$ cat config.mk
export PLATFORM = sky130hd
export DESIGN_NAME = monomial_order_compare_core
export DESIGN_NICKNAME = d
export VERILOG_FILES = /design/src/rtl/moc_pkg.sv /design/src/rtl/moc_cfg.sv /design/src/rtl/moc_in_stage.sv /design/src/rtl/moc_accum.sv /design/src/rtl/moc_out_stage.sv /design/src/rtl/monomial_order_compare_core.sv
export SDC_FILE = /design/constraint.sdc
export NUM_CORES = 1
export LEC_CHECK = 0
export CAP_MARGIN = 15
export CORE_MARGIN = 10
export CORE_UTILIZATION = 40
export DETAILED_ROUTE_END_ITERATION = 6
export DONT_BUFFER_PORTS = 1
export GPL_ROUTABILITY_DRIVEN = 0
export SYNTH_ARGS = -nofsm -noshare
export SYNTH_HDL_FRONTEND = slang
export SYNTH_SLANG_ARGS = --single-unit
export TNS_END_PERCENT = 30
$ cat constraint.sdc
create_clock -name clk -period 5.6 [get_ports clk]
set_input_delay 1.12 -clock clk [delete_from_list [all_inputs] [get_ports clk]]
set_output_delay 1.12 -clock clk [all_outputs]
set_load 0.03 [all_outputs]
$ cat src/rtl/moc_pkg.sv
// shared types, widths and codes for the monomial order comparator
// no dependencies; imported by every module of the block

package moc_pkg;

	localparam int MAX_VARS  = 32;
	localparam int EXP_BITS  = 15;

	localparam int IDX_W     = $clog2(MAX_VARS + 2);
	localparam int DIFF_W    = EXP_BITS + 1;
	localparam int SUM_W     = DIFF_W + $clog2(MAX_VARS);
	localparam int REM_W     = SUM_W + 1;
	localparam int GS_W      = 6;
	localparam int MODE_W    = 2;
	localparam int CMP_W     = (IDX_W > GS_W) ? IDX_W : GS_W;

	localparam int S_DATA_W  = ((2 * EXP_BITS + 7) / 8) * 8;
	localparam int M_DATA_W  = 8;
	localparam int APB_DW    = 32;
	localparam int APB_AW    = 3;

	typedef logic signed [1:0] sgn_t;
	localparam sgn_t SGN_ZERO = 2'sd0;
	localparam sgn_t SGN_POS  = 2'sd1;
	localparam sgn_t SGN_NEG  = -2'sd1;

	typedef enum logic [MODE_W-1:0] {
		MODE_LEX       = 2'd0,
		MODE_DEGLEX    = 2'd1,
		MODE_DEGREVLEX = 2'd2,
		MODE_BLOCK     = 2'd3
	} mode_t;

	localparam logic REG_ORDER_MODE = 1'b0;
	localparam logic REG_GROUP_SIZE = 1'b1;

	typedef struct packed {
		logic [EXP_BITS-1:0] exp_first;
		logic [EXP_BITS-1:0] exp_second;
		logic                last;
	} beat_t;

	typedef struct packed {
		mode_t            order_mode;
		logic [GS_W-1:0]  group_size;
	} cfg_t;

	typedef struct packed {
		logic valid;
		sgn_t order;
	} res_t;

endpackage

$ cat src/rtl/moc_cfg.sv
// apb register file: order_mode and group_size
// depends on moc_pkg

module moc_cfg (
	input  logic                      clk,
	input  logic                      arst_n,
	input  logic                      psel,
	input  logic                      penable,
	input  logic                      pwrite,
	input  logic [moc_pkg::APB_AW-1:0] paddr,
	input  logic [moc_pkg::APB_DW-1:0] pwdata,
	output logic [moc_pkg::APB_DW-1:0] prdata,
	output logic                      pready,
	output moc_pkg::cfg_t             cfg
);
	import moc_pkg::*;

	mode_t           mode_q;
	logic [GS_W-1:0] group_size_q;
	logic            wr_en;
	logic            reg_sel;

	assign pready  = 1'b1;
	assign reg_sel = paddr[2];
	assign wr_en   = psel & penable & pwrite & pready;

	always_ff @(posedge clk or negedge arst_n) begin
		if (!arst_n) begin
			mode_q       <= MODE_LEX;
			group_size_q <= '0;
		end else if (wr_en) begin
			unique case (reg_sel)
				REG_ORDER_MODE: mode_q       <= mode_t'(pwdata[MODE_W-1:0]);
				REG_GROUP_SIZE: group_size_q <= pwdata[GS_W-1:0];
				default: ;
			endcase
		end
	end

	always_comb begin
		prdata = '0;
		unique case (reg_sel)
			REG_ORDER_MODE: prdata = APB_DW'(mode_q);
			REG_GROUP_SIZE: prdata = APB_DW'(group_size_q);
			default: ;
		endcase
	end

	assign cfg.order_mode = mode_q;
	assign cfg.group_size = group_size_q;

endmodule

$ cat src/rtl/moc_in_stage.sv
// input register stage: holds one element beat until the accumulator takes it
// depends on moc_pkg

module moc_in_stage (
	input  logic                        clk,
	input  logic                        arst_n,
	input  logic                        s_tvalid,
	output logic                        s_tready,
	input  logic [moc_pkg::S_DATA_W-1:0] s_tdata,
	input  logic                        s_tlast,
	input  logic                        out_free,
	output logic                        take,
	output moc_pkg::beat_t              beat
);
	import moc_pkg::*;

	logic  valid_s1;
	beat_t beat_s1;

	assign take     = valid_s1 & (~beat_s1.last | out_free);
	assign s_tready = ~valid_s1 | take;
	assign beat     = beat_s1;

	always_ff @(posedge clk or negedge arst_n) begin
		if (!arst_n) begin
			valid_s1 <= 1'b0;
		end else if (s_tready) begin
			valid_s1 <= s_tvalid;
		end
	end

	always_ff @(posedge clk) begin
		if (s_tvalid && s_tready) begin
			beat_s1.exp_first  <= s_tdata[EXP_BITS-1:0];
			beat_s1.exp_second <= s_tdata[2*EXP_BITS-1:EXP_BITS];
			beat_s1.last       <= s_tlast;
		end
	end

endmodule

$ cat src/rtl/moc_accum.sv
// running difference and sign state, order decision on the last beat
// depends on moc_pkg

module moc_accum (
	input  logic           clk,
	input  logic           arst_n,
	input  moc_pkg::cfg_t  cfg,
	input  logic           take,
	input  moc_pkg::beat_t beat,
	output moc_pkg::res_t  res
);
	import moc_pkg::*;

	logic [IDX_W-1:0]         idx_q, idx_n;
	logic signed [DIFF_W-1:0] deg_q, deg_n;
	logic signed [SUM_W-1:0]  sum_q, sum_n;
	logic signed [REM_W-1:0]  rem_q, rem_n;
	sgn_t                     lex_first_q, lex_first_n;
	sgn_t                     all_last_q, all_last_n;
	sgn_t                     low_last_q, low_last_n;
	sgn_t                     high_last_q, high_last_n;

	logic signed [DIFF_W-1:0] diff;
	sgn_t                     s;
	logic                     is_deg, in_vars, in_low;
	sgn_t                     deg_s, sum_s, rem_s;
	sgn_t                     order;

	function automatic sgn_t sign_of(input logic signed [REM_W-1:0] v);
		sgn_t r;
		if (v == '0)
			r = SGN_ZERO;
		else if (v[REM_W-1])
			r = SGN_NEG;
		else
			r = SGN_POS;
		return r;
	endfunction

	always_comb begin
		diff    = $signed({1'b0, beat.exp_first}) - $signed({1'b0, beat.exp_second});
		s       = sign_of(REM_W'(diff));
		is_deg  = (idx_q == '0);
		in_vars = !is_deg && (idx_q <= IDX_W'(MAX_VARS));
		in_low  = in_vars && (CMP_W'(idx_q) <= CMP_W'(cfg.group_size));

		idx_n       = idx_q;
		deg_n       = deg_q;
		sum_n       = sum_q;
		rem_n       = rem_q;
		lex_first_n = lex_first_q;
		all_last_n  = all_last_q;
		low_last_n  = low_last_q;
		high_last_n = high_last_q;

		if (is_deg) begin
			deg_n = diff;
			rem_n = REM_W'(diff);
		end
		if (in_vars && s != SGN_ZERO) begin
			if (lex_first_q == SGN_ZERO)
				lex_first_n = s;
			all_last_n = s;
		end
		if (in_low) begin
			sum_n = sum_q + SUM_W'(diff);
			rem_n = rem_q - REM_W'(diff);
			if (s != SGN_ZERO)
				low_last_n = s;
		end else if (in_vars && s != SGN_ZERO) begin
			high_last_n = s;
		end
		if (is_deg || in_vars)
			idx_n = idx_q + 1'b1;

		deg_s = sign_of(REM_W'(deg_n));
		sum_s = sign_of(REM_W'(sum_n));
		rem_s = sign_of(rem_n);

		order = SGN_ZERO;
		unique case (cfg.order_mode)
			MODE_LEX:       order = lex_first_n;
			MODE_DEGLEX:    order = (deg_s != SGN_ZERO) ? deg_s : lex_first_n;
			MODE_DEGREVLEX: order = (deg_s != SGN_ZERO) ? deg_s : -all_last_n;
			MODE_BLOCK: begin
				if (sum_s != SGN_ZERO)
					order = sum_s;
				else if (low_last_n != SGN_ZERO)
					order = -low_last_n;
				else if (rem_s != SGN_ZERO)
					order = rem_s;
				else
					order = -high_last_n;
			end
			default: order = SGN_ZERO;
		endcase
	end

	assign res.valid = take & beat.last;
	assign res.order = order;

	always_ff @(posedge clk or negedge arst_n) begin
		if (!arst_n) begin
			idx_q       <= '0;
			deg_q       <= '0;
			sum_q       <= '0;
			rem_q       <= '0;
			lex_first_q <= SGN_ZERO;
			all_last_q  <= SGN_ZERO;
			low_last_q  <= SGN_ZERO;
			high_last_q <= SGN_ZERO;
		end else if (take) begin
			if (beat.last) begin
				idx_q       <= '0;
				deg_q       <= '0;
				sum_q       <= '0;
				rem_q       <= '0;
				lex_first_q <= SGN_ZERO;
				all_last_q  <= SGN_ZERO;
				low_last_q  <= SGN_ZERO;
				high_last_q <= SGN_ZERO;
			end else begin
				idx_q       <= idx_n;
				deg_q       <= deg_n;
				sum_q       <= sum_n;
				rem_q       <= rem_n;
				lex_first_q <= lex_first_n;
				all_last_q  <= all_last_n;
				low_last_q  <= low_last_n;
				high_last_q <= high_last_n;
			end
		end
	end

endmodule

$ cat src/rtl/moc_out_stage.sv
// result register toward the master side
// depends on moc_pkg

module moc_out_stage (
	input  logic                        clk,
	input  logic                        arst_n,
	input  moc_pkg::res_t               res,
	output logic                        out_free,
	output logic                        m_tvalid,
	input  logic                        m_tready,
	output logic [moc_pkg::M_DATA_W-1:0] m_tdata
);
	import moc_pkg::*;

	logic valid_q;
	sgn_t order_q;

	assign out_free = ~valid_q | m_tready;
	assign m_tvalid = valid_q;
	assign m_tdata  = {{(M_DATA_W-2){1'b0}}, order_q};

	always_ff @(posedge clk or negedge arst_n) begin
		if (!arst_n) begin
			valid_q <= 1'b0;
		end else if (out_free) begin
			valid_q <= res.valid;
		end
	end

	always_ff @(posedge clk) begin
		if (out_free && res.valid)
			order_q <= res.order;
	end

endmodule

$ cat src/rtl/monomial_order_compare_core.sv
// tlast beat to m_tvalid: input, then result register, plus any output stall
// throughput: one element beat per cycle unless an output stall holds a tlast beat,
// one result per vector pair; rate set by the accumulator between the two registers
// reset: arst_n clears both valid bits, all running state and the config to zero
// top level of the monomial order comparator; depends on moc_pkg, moc_cfg,
// moc_in_stage, moc_accum and moc_out_stage

module monomial_order_compare_core (
	input  logic                         clk,
	input  logic                         arst_n,
	input  logic                         s_tvalid,
	output logic                         s_tready,
	input  logic [moc_pkg::S_DATA_W-1:0] s_tdata,  // exp_first, exp_second, zero pad
	input  logic                         s_tlast,
	output logic                         m_tvalid,
	input  logic                         m_tready,
	output logic [moc_pkg::M_DATA_W-1:0] m_tdata,  // order (signed), zero pad
	input  logic                         psel,
	input  logic                         penable,
	input  logic                         pwrite,
	input  logic [moc_pkg::APB_AW-1:0]   paddr,
	input  logic [moc_pkg::APB_DW-1:0]   pwdata,
	output logic [moc_pkg::APB_DW-1:0]   prdata,
	output logic                         pready
);
	import moc_pkg::*;

	cfg_t  cfg;
	beat_t beat;
	res_t  res;
	logic  take;
	logic  out_free;

	moc_cfg u_cfg (
		.clk     (clk),
		.arst_n  (arst_n),
		.psel    (psel),
		.penable (penable),
		.pwrite  (pwrite),
		.paddr   (paddr),
		.pwdata  (pwdata),
		.prdata  (prdata),
		.pready  (pready),
		.cfg     (cfg)
	);

	moc_in_stage u_in (
		.clk      (clk),
		.arst_n   (arst_n),
		.s_tvalid (s_tvalid),
		.s_tready (s_tready),
		.s_tdata  (s_tdata),
		.s_tlast  (s_tlast),
		.out_free (out_free),
		.take     (take),
		.beat     (beat)
	);

	moc_accum u_acc (
		.clk    (clk),
		.arst_n (arst_n),
		.cfg    (cfg),
		.take   (take),
		.beat   (beat),
		.res    (res)
	);

	moc_out_stage u_out (
		.clk      (clk),
		.arst_n   (arst_n),
		.res      (res),
		.out_free (out_free),
		.m_tvalid (m_tvalid),
		.m_tready (m_tready),
		.m_tdata  (m_tdata)
	);

endmodule

# Yosys cells after proc, flatten, opt, wreduce, memory -nomap -nowiden
# Cells that the tools add are included.
# totals
ff_bits	116
inputBits	75
output_inout_bits	43
word_cells	97
# classes
add_sub_neg	7
magnitude_cmp	2
n_eq_ne	3
muxes	35
bitwise	11
reduce_logical	23
# op_table
operator	n
$logic_not 22->1	4
$mux 22	3
$pmux 32 s2	1
$mux 2	24
$mux 21	2
$mux 16	2
$sub 22x16->22	1
$add 21x16->21	1
$sub 15x15->16	1
$mux 6	2
$reduce_bool 2->1	6
$pmux 2 s4	1
$add 6x1->6 const B	1
$le 6x6->1	1
$le 6x6->1 const B	1
$logic_not 6->1	1
$neg 2->2	3
$reduce_and 2->1	3
$logic_and 1x1->1	5
$and 1x1->1	4
$eq 2x2->1 const B	2
$logic_not 2->1	2
$not 1->1	4
$or 1x1->1	3
3 further kinds	3

# Logic depth before layout (Yosys ltp)
# Gate-level depths: netlist (run 1).
# depth
depth_word	12
depth_mapped	26
depth_no_buf	26

# Hierarchy
# A second synthesis (run 1) with hierarchy kept.
# hier_totals
cells_unflattened	948
area_unflattened_um2	8659.6
# modules_own_cells
mod	n_inst	cells_per_inst	area_per_inst_um2	seq_area_each_um2
moc_accum	1	845	6911.6	1826.8
moc_in_stage	1	37	1002.2	955.9
moc_cfg	1	53	583.1	200.2
moc_out_stage	1	13	162.7	85.1

# Least setup slack after synthesis (run 1)
# No wires, ideal clock.
# synth_timing
kind	reg2reg
startpoint	reg u_in.beat_s1 (netlist bit u_in.beat[16])
endpoint	reg u_out.order_q[1] (data pin)
setup_time_ns	0.146
t_arrival_ns	5.117
required_time_ns	5.454
path_slack_ns	0.337
stages_incl_launch_ff	25
n_path_buf	0
synth_period_minus_slack_ns	5.263
cell_sequence	edfxtp_1 inv_1 ha_1 inv_1 fa_1 a21o_1 a221o_1 a211oi_2 mux2i_1 nor2_1 and3_1 nand4_1 o21ai_1 nor2_1 nor2_1 ha_1 nand4_1 o32ai_2 o211ai_1 a2111oi_2 nand4_1 a2111oi_1 nand4_1 or3_1 a21oi_1
# synth_lines
item	line	text
start: declaration	moc_in_stage.sv:18	beat_t beat_s1;
end signal: assignment	moc_out_stage.sv:32	order_q <= res.order;
end: declaration	moc_out_stage.sv:16	sgn_t order_q;

==> results of run 1 <==
-- cell usage in the layout (no fill, tap or decap), drive strengths merged, types with 16 or more instances in the layout --
cell,n
a211oi,17
a21o,16
a21oi,56
a22oi,24
and2,16
buf,60
clkbuf,23
conb,33
dfrtp,83
edfxtp,33
ha,62
inv,58
nand2,87
nor2,73
nor3,20
o211ai,16
o21ai,86
xnor2,23
-- registers in the layout, summed over array words and instances (netlist names), 6 cells and up --
register and cells:
u_acc.idx_q 6, u_acc.deg_q 16, u_in.beat 31, u_acc.sum_q 21
u_acc.rem_q 22, u_cfg.group_size_q 6
-- final cells by class --
class | instances | area (um2) | share of cell area (%)
Clock buffer | 23 | 478 | 4.73
Clock inverter | 9 | 106 | 1.05
Inverter | 58 | 218 | 2.15
Multi-Input combinational cell | 782 | 5430 | 53.7
Sequential cell | 116 | 3070 | 30.3
Tap cell | 280 | 350 | 3.46
Timing Repair Buffer | 60 | 458 | 4.53
-- per-layer routing --
| layer | wire (um) | GRT usage (%) |
|---|---|---|
| met5 | 0 | 0 |
| met4 | 323 | 4.69 |
| met3 | 1670 | 4.35 |
| met2 | 10600 | 25.9 |
| met1 | 11200 | 21.5 |
-- worst paths after layout --
| check | from | end | slack, ns | depth (start not counted) |
|---|---|---|---|---|
| hold reg to reg | u_acc.low_last_q[1]$_DFFE_PN0P_ | u_acc.low_last_q[1]$_DFFE_PN0P_ | 0.49 | 2 |
| min in group clk | u_acc.low_last_q[1]$_DFFE_PN0P_ | u_acc.low_last_q[1]$_DFFE_PN0P_ | 0.49 | 2 |
| setup reg to reg | u_in.beat[16]$_DFFE_PP_ | u_out.order_q[0]$_DFFE_PP_ | 0.10 | 26 |
| max in group asynchronous | arst_n | u_acc.rem_q[11]$_DFFE_PN0P_ | 5.06 | 0 |
| setup / recovery | u_in.beat[16]$_DFFE_PP_ | u_out.order_q[0]$_DFFE_PP_ | 0.10 | 26 |
| hold / removal | arst_n | u_acc.sum_q[5]$_DFFE_PN0P_ | 0.40 | 0 |
-- cell families after synthesis --
group / count (synthesis) / share of synthesized area, %
adder cells (fa/ha/maj): 66 / 9.51
other: 2 / 0.0843
XOR/XNOR: 35 / 3.74
AND/OR/NAND/NOR: 303 / 17.0
flip-flops: 116 / 34.4
AO/OA/AOI/OAI: 326 / 25.9
buffers and inverters: 129 / 7.01
multiplexers: 19 / 2.29
-- power by group through the flow --
stage / Sequential, mW / Clock [mW] / Combinational, mW
finish: 1.38 / 1.09 / 3.26
global route: 1.42 / 1.15 / 3.62
CTS: 1.38 / 1.11 / 3.15
detailed placement: 1.39 / 0 / 3.11
global placement: 1.38 / 0 / 3.07
floorplan: 1.31 / 0 / 2.35
-- repair_timing --
action,CTS,global route
hold buffers,0,0
gates resized for setup,3,17
buffers inserted,3,3
pin swaps,6,18
setup endpoints to repair,2,3
-- worst register-to-register path: cells and delay by family (launching register included) --
kind | cells | cell delay [ns]
buf+inv | 5 | 0.49
xor+xnor | 1 | 0.15
fa+ha+maj | 3 | 0.63
compound gates | 8 | 2.07
flops | 1 | 0.35
simple gates | 9 | 1.54
==> flow_summary.yaml, run 1 <==
status:
  status: "finished clean"
timing:
  setup_tns_ns: 0
  hold_viol: 0
  drv_slew: 0
  fmax_ghz: 0.182
  rsz0062_at_grt: "yes"
  worst_pin_slew_ns: 1.01
  hold_slack_ns: 0.403
  finalCritPeriodShare_pct: 98.2
  setup_viol: 0
  skew_ns: 0.0140
  period_minus_slack_ns: 5.50
  fin_ws_ns: 0.103
  relSlewSlack_pct: 32.5
worst_setup_path:
  cp_max_fo: 3
  cp.required_ns: 5.75
  start_kind: "register"
  end_kind: "register"
  crit_buf_inv: 5
  cp_top_family: "compound AO/OA/AOI/OAI gates"
  slowest_stage: "a221o_1"
  crit_path_frequent_cell: "nand4_1"
  path_class: "register to register"
  crit_arrival_ns: 5.65
  critPathMaxStageDelay_ns: 0.37
routing:
  wirelength_um: 23800
  drc_errors: 0
  vias_per_cell: 5.69
  dr.pass1.iters: 5
  num_vias: 7560
  drtIter0Drc: 499
  detail_route.wl_per_cell_um: 17.9
  ant_nets: 0
power_and_ir_drop:
  switchingPower_mw: 2.53
  combPwrFrac_pct: 56.9
  p_leak_nw: 4.41
  total_power_mw: 5.73
  switching_share_pct: 44.1
  clock_power_share_pct: 19.0
  vdd_drop_max_mv: 0.224
  p_int_mw: 3.21
  power-per-cell-area_nw_per_um2: 567
  seq_power_share_pct: 24.1
synthesis:
  synth_area_leaders: "dfrtp_1 23%, edfxtp_1 11%, ha_1 8.7%"
  synthDistinctLibCells: 94
  synth_cells: 996
  yosysTopAreaCellShare_pct: 23.3
  synth_async_sr_flop_share_pct: 71.6
  syn_area_um2: 8910
  seq_area_frac_synth_pct: 34.4
  avgSynthCellArea_um2: 8.94
  ys.flop_type: "dfrtp_1"
  synth_top_cell_by_area: "dfrtp_1"
  synth-seq-cells: 116
  synth-edff-count: 33
  yosysMostFrequentCell: "nand2_1"
  netlist_top_cells_count: "87 x nand2_1, 83 x dfrtp_1, 81 x o21ai_0"
  ys.warnings.count: 0
place:
  dp.final_hpwl_um: 17100
  dp_cells: 1289
  post-place-ws_ns: -0.0816
  portBuffers: 0
  place_area_um2: 9380
worst_hold_path:
  hp-class: "primary input to async pin"
floorplan:
  die-width_um: 169
  dieArea_um2: 28600
  core_area_um2: 21900
  start_util_pct: 40.7
  ioPinCount: 118
  die_h_um: 169
  rows: 54
global_route:
  grt_max_degree: 84
  gr-usage-all-layers_pct: 16.4
  grt_pass1_wl_um: 38400
  antenna_found_initial: 0
  grt_pass1_vias: 7448
  grt-ovfl-total: 0
clocking:
  htreeDepth: 4
  tritoncts: "yes"
  clock_path_buffers: 2
  cts.sinks: 116
  cts_buffers: 17
  cts_root_buffer: "clkbuf_16"
  clkLatencyLatePin_ns: 0.42
  clk_pin_slew_ns: 0.06
flow_run:
  maxCapViolations: 0
final_layout:
  nets: 1175
  finalInstanceArea_um2: 10100
  final_cell_count_no_fill: 1328
  areaGrowthSynthToFinish_pct: 13.5
  drive_gt1_share_pct: 14.7
  final_util_pct: 46.2
  final.fill_count: 2124
  diodes: 0
Power figures use the tool's default switching activity.
==> run 2: changes to the inputs <==
Clock period 5.6 ns to 6.8 ns, I/O delays scaled along.
==> flow_summary.yaml, run 2 (synthesized netlist as in run 1, its figures left out) <==
timing:
  setup_viol: 0
  worst_pin_slew_ns: 1.13
  setup_tns_ns: 0
  finalCritPeriodShare_pct: 90.9
  period_minus_slack_ns: 6.18
  fmax_ghz: 0.162
  relSlewSlack_pct: 24.7
  drv_slew: 0
  rsz0062_at_grt: "no"
  skew_ns: 0.0171
  hold_viol: 0
  fin_ws_ns: 0.621
place:
  dp_cells: 1253
  portBuffers: 0
  dp.final_hpwl_um: 16200
  place_area_um2: 9110
  post-place-ws_ns: 0.576
worst_hold_path:
  hp-class: "register to register"
worst_setup_path:
  r2r-end: "u_out.order_q[1]$_DFFE_PP_"
  slowest_stage: "a2111oi_1"
  r2r_slack_ns: 0.62
  path_class: "register to register"
  crit_arrival_ns: 6.45
  cp.required_ns: 7.08
  critPathMaxStageDelay_ns: 0.44
  crit_path_frequent_cell: "nand4_1"
  crit_start: "u_in.beat[16]$_DFFE_PP_"
  end_kind: "register"
  start_kind: "register"
  ff2ff_path_depth: 25
  cp_max_fo: 7
  r2r_start: "u_in.beat[16]$_DFFE_PP_"
  worstSetupEndpoint: "u_out.order_q[1]$_DFFE_PP_"
power_and_ir_drop:
  power-per-cell-area_nw_per_um2: 464
  vdd_drop_max_mv: 0.185
  p_leak_nw: 4.20
floorplan:
  die-width_um: 169
  dieArea_um2: 28600
  core_area_um2: 21900
  ioPinCount: 118
  rows: 54
  die_h_um: 169
  start_util_pct: 40.7
clocking:
  cts_root_buffer: "clkbuf_16"
  tritoncts: "yes"
  postCtsHoldBufs: 0
  cts_buffers: 17
  htreeDepth: 4
  cts.sinks: 116
  clk_pin_slew_ns: 0.06
  clkLatencyLatePin_ns: 0.43
  clock_path_buffers: 2
routing:
  dr_wl_met2_um: 10100
  ant_nets: 0
  drtIter0Drc: 472
  wirelength_um: 22900
  drt-met1-wl_um: 10800
  drc_errors: 0
  detail_route.wl_per_cell_um: 17.8
  met3RoutedLength_um: 1710
  vias_per_cell: 5.79
  num_vias: 7437
  dr.max_layer_used: "met4"
  dr.pass1.iters: 4
global_route:
  grt_pass1_vias: 7133
  grt-ovfl-total: 0
  grt_max_degree: 84
  grt_pass1_wl_um: 37600
  gr-usage-all-layers_pct: 16.1
  antenna_found_initial: 0
flow_run:
  maxCapViolations: 0
status:
  status: "finished clean"
final_layout:
  drive_gt1_share_pct: 9.95
  diodes: 0
  areaGrowthSynthToFinish_pct: 9.20
  largest_register_ffs: 31
  mostFrequentLayoutCells: "86 x nand2_1, 83 x dfrtp_1, 81 x o21ai_0"
  final_cell_count_no_fill: 1285
  nets: 1132
  final_common_cell: "nand2_1"
  finalInstanceArea_um2: 9730
run 2: worst max-delay path, delay by kind of cell, from the launching register on:
kind,cells,cell delay (ns)
adders and majority gates,3,0.87
DFF,1,0.35
and+or+nand+nor,9,1.80
muxes,1,0.31
buffers and inverters,2,0.11
AOI/OAI and AO/OA,10,2.58
run 2: timing repair:
item / 4_1_cts / 5_1_grt
setup buffers: 0 / 0
endpoints found under the setup margin: 0 / 2
resized for setup: 0 / 1
run 2: cell type report:
| class | count | area [um2] |
|---|---|---|
| Multi-Input combinational cell | 782 | 5350 |
| Tap cell | 280 | 350 |
| Inverter | 58 | 218 |
| Clock buffer | 18 | 439 |
| Timing Repair Buffer | 17 | 131 |
| Fill cell | 2169 | 12200 |
| Sequential cell | 116 | 3070 |
| Clock inverter | 14 | 175 |
run 2: worst min-delay path by stage:
stage / startpoint / to / slack (ns) / cells after the start
floorplan: u_acc.low_last_q[1]$_DFFE_PN0P_ / u_acc.low_last_q[1]$_DFFE_PN0P_ / 0.44 / 2
global placement: u_acc.low_last_q[1]$_DFFE_PN0P_ / u_acc.low_last_q[1]$_DFFE_PN0P_ / 0.46 / 2
detailed placement: u_acc.low_last_q[1]$_DFFE_PN0P_ / u_acc.low_last_q[1]$_DFFE_PN0P_ / 0.47 / 2
CTS: u_acc.low_last_q[1]$_DFFE_PN0P_ / u_acc.low_last_q[1]$_DFFE_PN0P_ / 0.48 / 2
global route: u_acc.sum_q[20]$_DFFE_PN0P_ / u_acc.sum_q[20]$_DFFE_PN0P_ / 0.53 / 2
finish: u_acc.low_last_q[1]$_DFFE_PN0P_ / u_acc.low_last_q[1]$_DFFE_PN0P_ / 0.48 / 2
run 2: report_power, final:
group          internal (mW)  switching [mW]
Clock                  0.589           0.352
Combinational          0.989            1.46
Sequential             0.934           0.197
run 2: stage by stage:
step	hold WS, ns	utilization [%]	total power [mW]
floorplan	0.442	-	3.02
global placement	0.462	41.6	3.53
detailed placement	0.467	41.6	3.55
CTS	0.480	44.4	4.52
global route	0.525	44.4	4.89
finish	0.482	44.4	4.52
run 2: layer usage:
layer  global-route usage, %  vias to the layer above
met4                    4.88                        0
met1                    21.6                     3521
li1                        -                     3664
met5                       0                        -
met2                    24.8                      228
met3                    4.38                       24
==> run 3: changes to the inputs <==
==> constraint.sdc (replaced) <==
create_clock -name clk -period 6.8 [get_ports clk]
set_input_delay 1.36 -clock clk [delete_from_list [all_inputs] [get_ports clk]]
set_output_delay 1.36 -clock clk [all_outputs]
set_load 0.1 [all_outputs]
==> flow_summary.yaml, run 3 (synthesized netlist as in run 1, its figures left out) <==
clocking:
  cts_setup_buffers: 0
  cts_buffers: 17
  ctsResizeCount: 0
  clk_pin_slew_ns: 0.05
  cts.sinks: 116
  clkLatencyLatePin_ns: 0.42
  clock_path_buffers: 2
  tritoncts: "yes"
  cts_root_buffer: "clkbuf_16"
  htreeDepth: 4
  postCtsHoldBufs: 0
routing:
  dr.max_layer_used: "met4"
  dr.pass1.iters: 7
  dr_wl_met2_um: 10100
  num_vias: 7441
  drtIter0Drc: 664
  ant_nets: 0
  detail_route.wl_per_cell_um: 18.0
  drt-met1-wl_um: 11000
  vias_per_cell: 5.79
  drc_errors: 2
  met3RoutedLength_um: 1710
  wirelength_um: 23100
worst_setup_path:
  end_kind: "register"
  crit_path_frequent_cell: "nand4_1"
  crit_arrival_ns: 6.57
  critPathMaxStageDelay_ns: 0.42
  start_kind: "register"
  slowest_stage: "a2111oi_1"
  path_class: "register to register"
  cp.required_ns: 7.07
  cp_max_fo: 7
final_layout:
  final_util_pct: 44.3
  multiInputGateArea_um2: 5350
  mostFrequentLayoutCells: "86 x nand2_1, 83 x dfrtp_1, 80 x o21ai_0"
  seqCellArea_um2: 3070
  nets: 1132
  areaGrowthSynthToFinish_pct: 8.85
  drive_gt1_share_pct: 9.85
  final.fill_count: 2159
  diodes: 0
  final_common_cell: "nand2_1"
  largest_register_ffs: 31
floorplan:
  dieArea_um2: 28600
  rows: 54
  core_area_um2: 21900
  die-width_um: 169
  ioPinCount: 118
  die_h_um: 169
  start_util_pct: 40.7
timing:
  worst_pin_slew_ns: 1.09
  setup_tns_ns: 0
  skew_ns: 0.00718
  hold_viol: 0
  fin_ws_ns: 0.502
  period_minus_slack_ns: 6.30
  relSlewSlack_pct: 27.2
  drv_slew: 0
  hold_slack_ns: 0.491
  fmax_ghz: 0.159
  rsz0062_at_grt: "no"
  finalCritPeriodShare_pct: 92.6
  setup_viol: 0
global_route:
  grt-ovfl-total: 0
  antenna_found_initial: 0
  grt_pass1_vias: 7268
  grt_pass1_wl_um: 38100
  gr-usage-all-layers_pct: 16.2
  grt_max_degree: 84
power_and_ir_drop:
  vdd_drop_max_mv: 0.206
  total_power_mw: 4.60
  power-per-cell-area_nw_per_um2: 474
  p_leak_nw: 4.20
  seq_power_share_pct: 25.0
  clock_power_share_pct: 19.5
  p_int_mw: 2.49
  switching_share_pct: 45.9
  switchingPower_mw: 2.11
  combPwrFrac_pct: 55.5
status:
  violations: "design-rule violations"
  status: "finished, violations left"
place:
  post-place-ws_ns: 0.506
  dp.final_hpwl_um: 16300
  portBuffers: 0
worst_hold_path:
  hp-class: "register to register"
flow_run:
  maxCapViolations: 0
-- run 3: through the flow --
step | instance area [um2] | instances
floorplan | 9020 | 1027
global placement | 9110 | 1253
detailed placement | 9110 | 1253
CTS | 9690 | 1285
global route | 9700 | 1285
finish | 9700 | 1285
-- run 3: worst max-delay path: cells and delay by family, from the launching register on --
family,cells,cell delay (ns)
multiplexers,1,0.31
flip-flops,1,0.35
AND/OR/NAND/NOR,9,1.86
buffers and inverters,2,0.11
adder cells (fa/ha/maj),3,0.90
AO/OA/AOI/OAI,10,2.61
-- run 3: worst paths after layout --
path / start / to / slack [ns] / depth (start not counted)
max reg2reg: u_in.beat[16]$_DFFE_PP_ / u_out.order_q[1]$_DFFE_PP_ / 0.50 / 25
max: u_in.beat[16]$_DFFE_PP_ / u_out.order_q[1]$_DFFE_PP_ / 0.50 / 25
max in group asynchronous: arst_n / u_acc.rem_q[19]$_DFFE_PN0P_ / 5.97 / 0
min in group asynchronous: arst_n / u_acc.sum_q[10]$_DFFE_PN0P_ / 0.64 / 0
min reg2reg: u_acc.low_last_q[1]$_DFFE_PN0P_ / u_acc.low_last_q[1]$_DFFE_PN0P_ / 0.49 / 2
min: u_acc.low_last_q[1]$_DFFE_PN0P_ / u_acc.low_last_q[1]$_DFFE_PN0P_ / 0.49 / 2
-- run 3: final cells by class --
type                       count  area share [%]
inverter                      58            2.25
sequential                   116            31.6
multi-input combinational    782            55.2
tap                          280            3.61
timing repair buffer          17            1.32
clock buffer                  23            4.93
clock inverter                 9            1.08
-- run 3: layer usage --
metal,up-vias,track usage [%]
li1,3646,-
met1,3528,22.1
met2,243,25.0
met3,24,4.33
met4,0,3.90
met5,-,0
-- run 3: power by group through the flow --
| stage | combinational, mW | sequential [mW] | clock (mW) |
|---|---|---|---|
| 6_report | 2.55 | 1.15 | 0.897 |
| 5_1_grt | 2.85 | 1.18 | 0.943 |
| 4_1_cts | 2.53 | 1.15 | 0.918 |
| 3_5_place_dp | 2.51 | 1.15 | 0 |
| 3_3_place_gp | 2.49 | 1.15 | 0 |
| 2_1_floorplan | 2.02 | 1.10 | 0 |
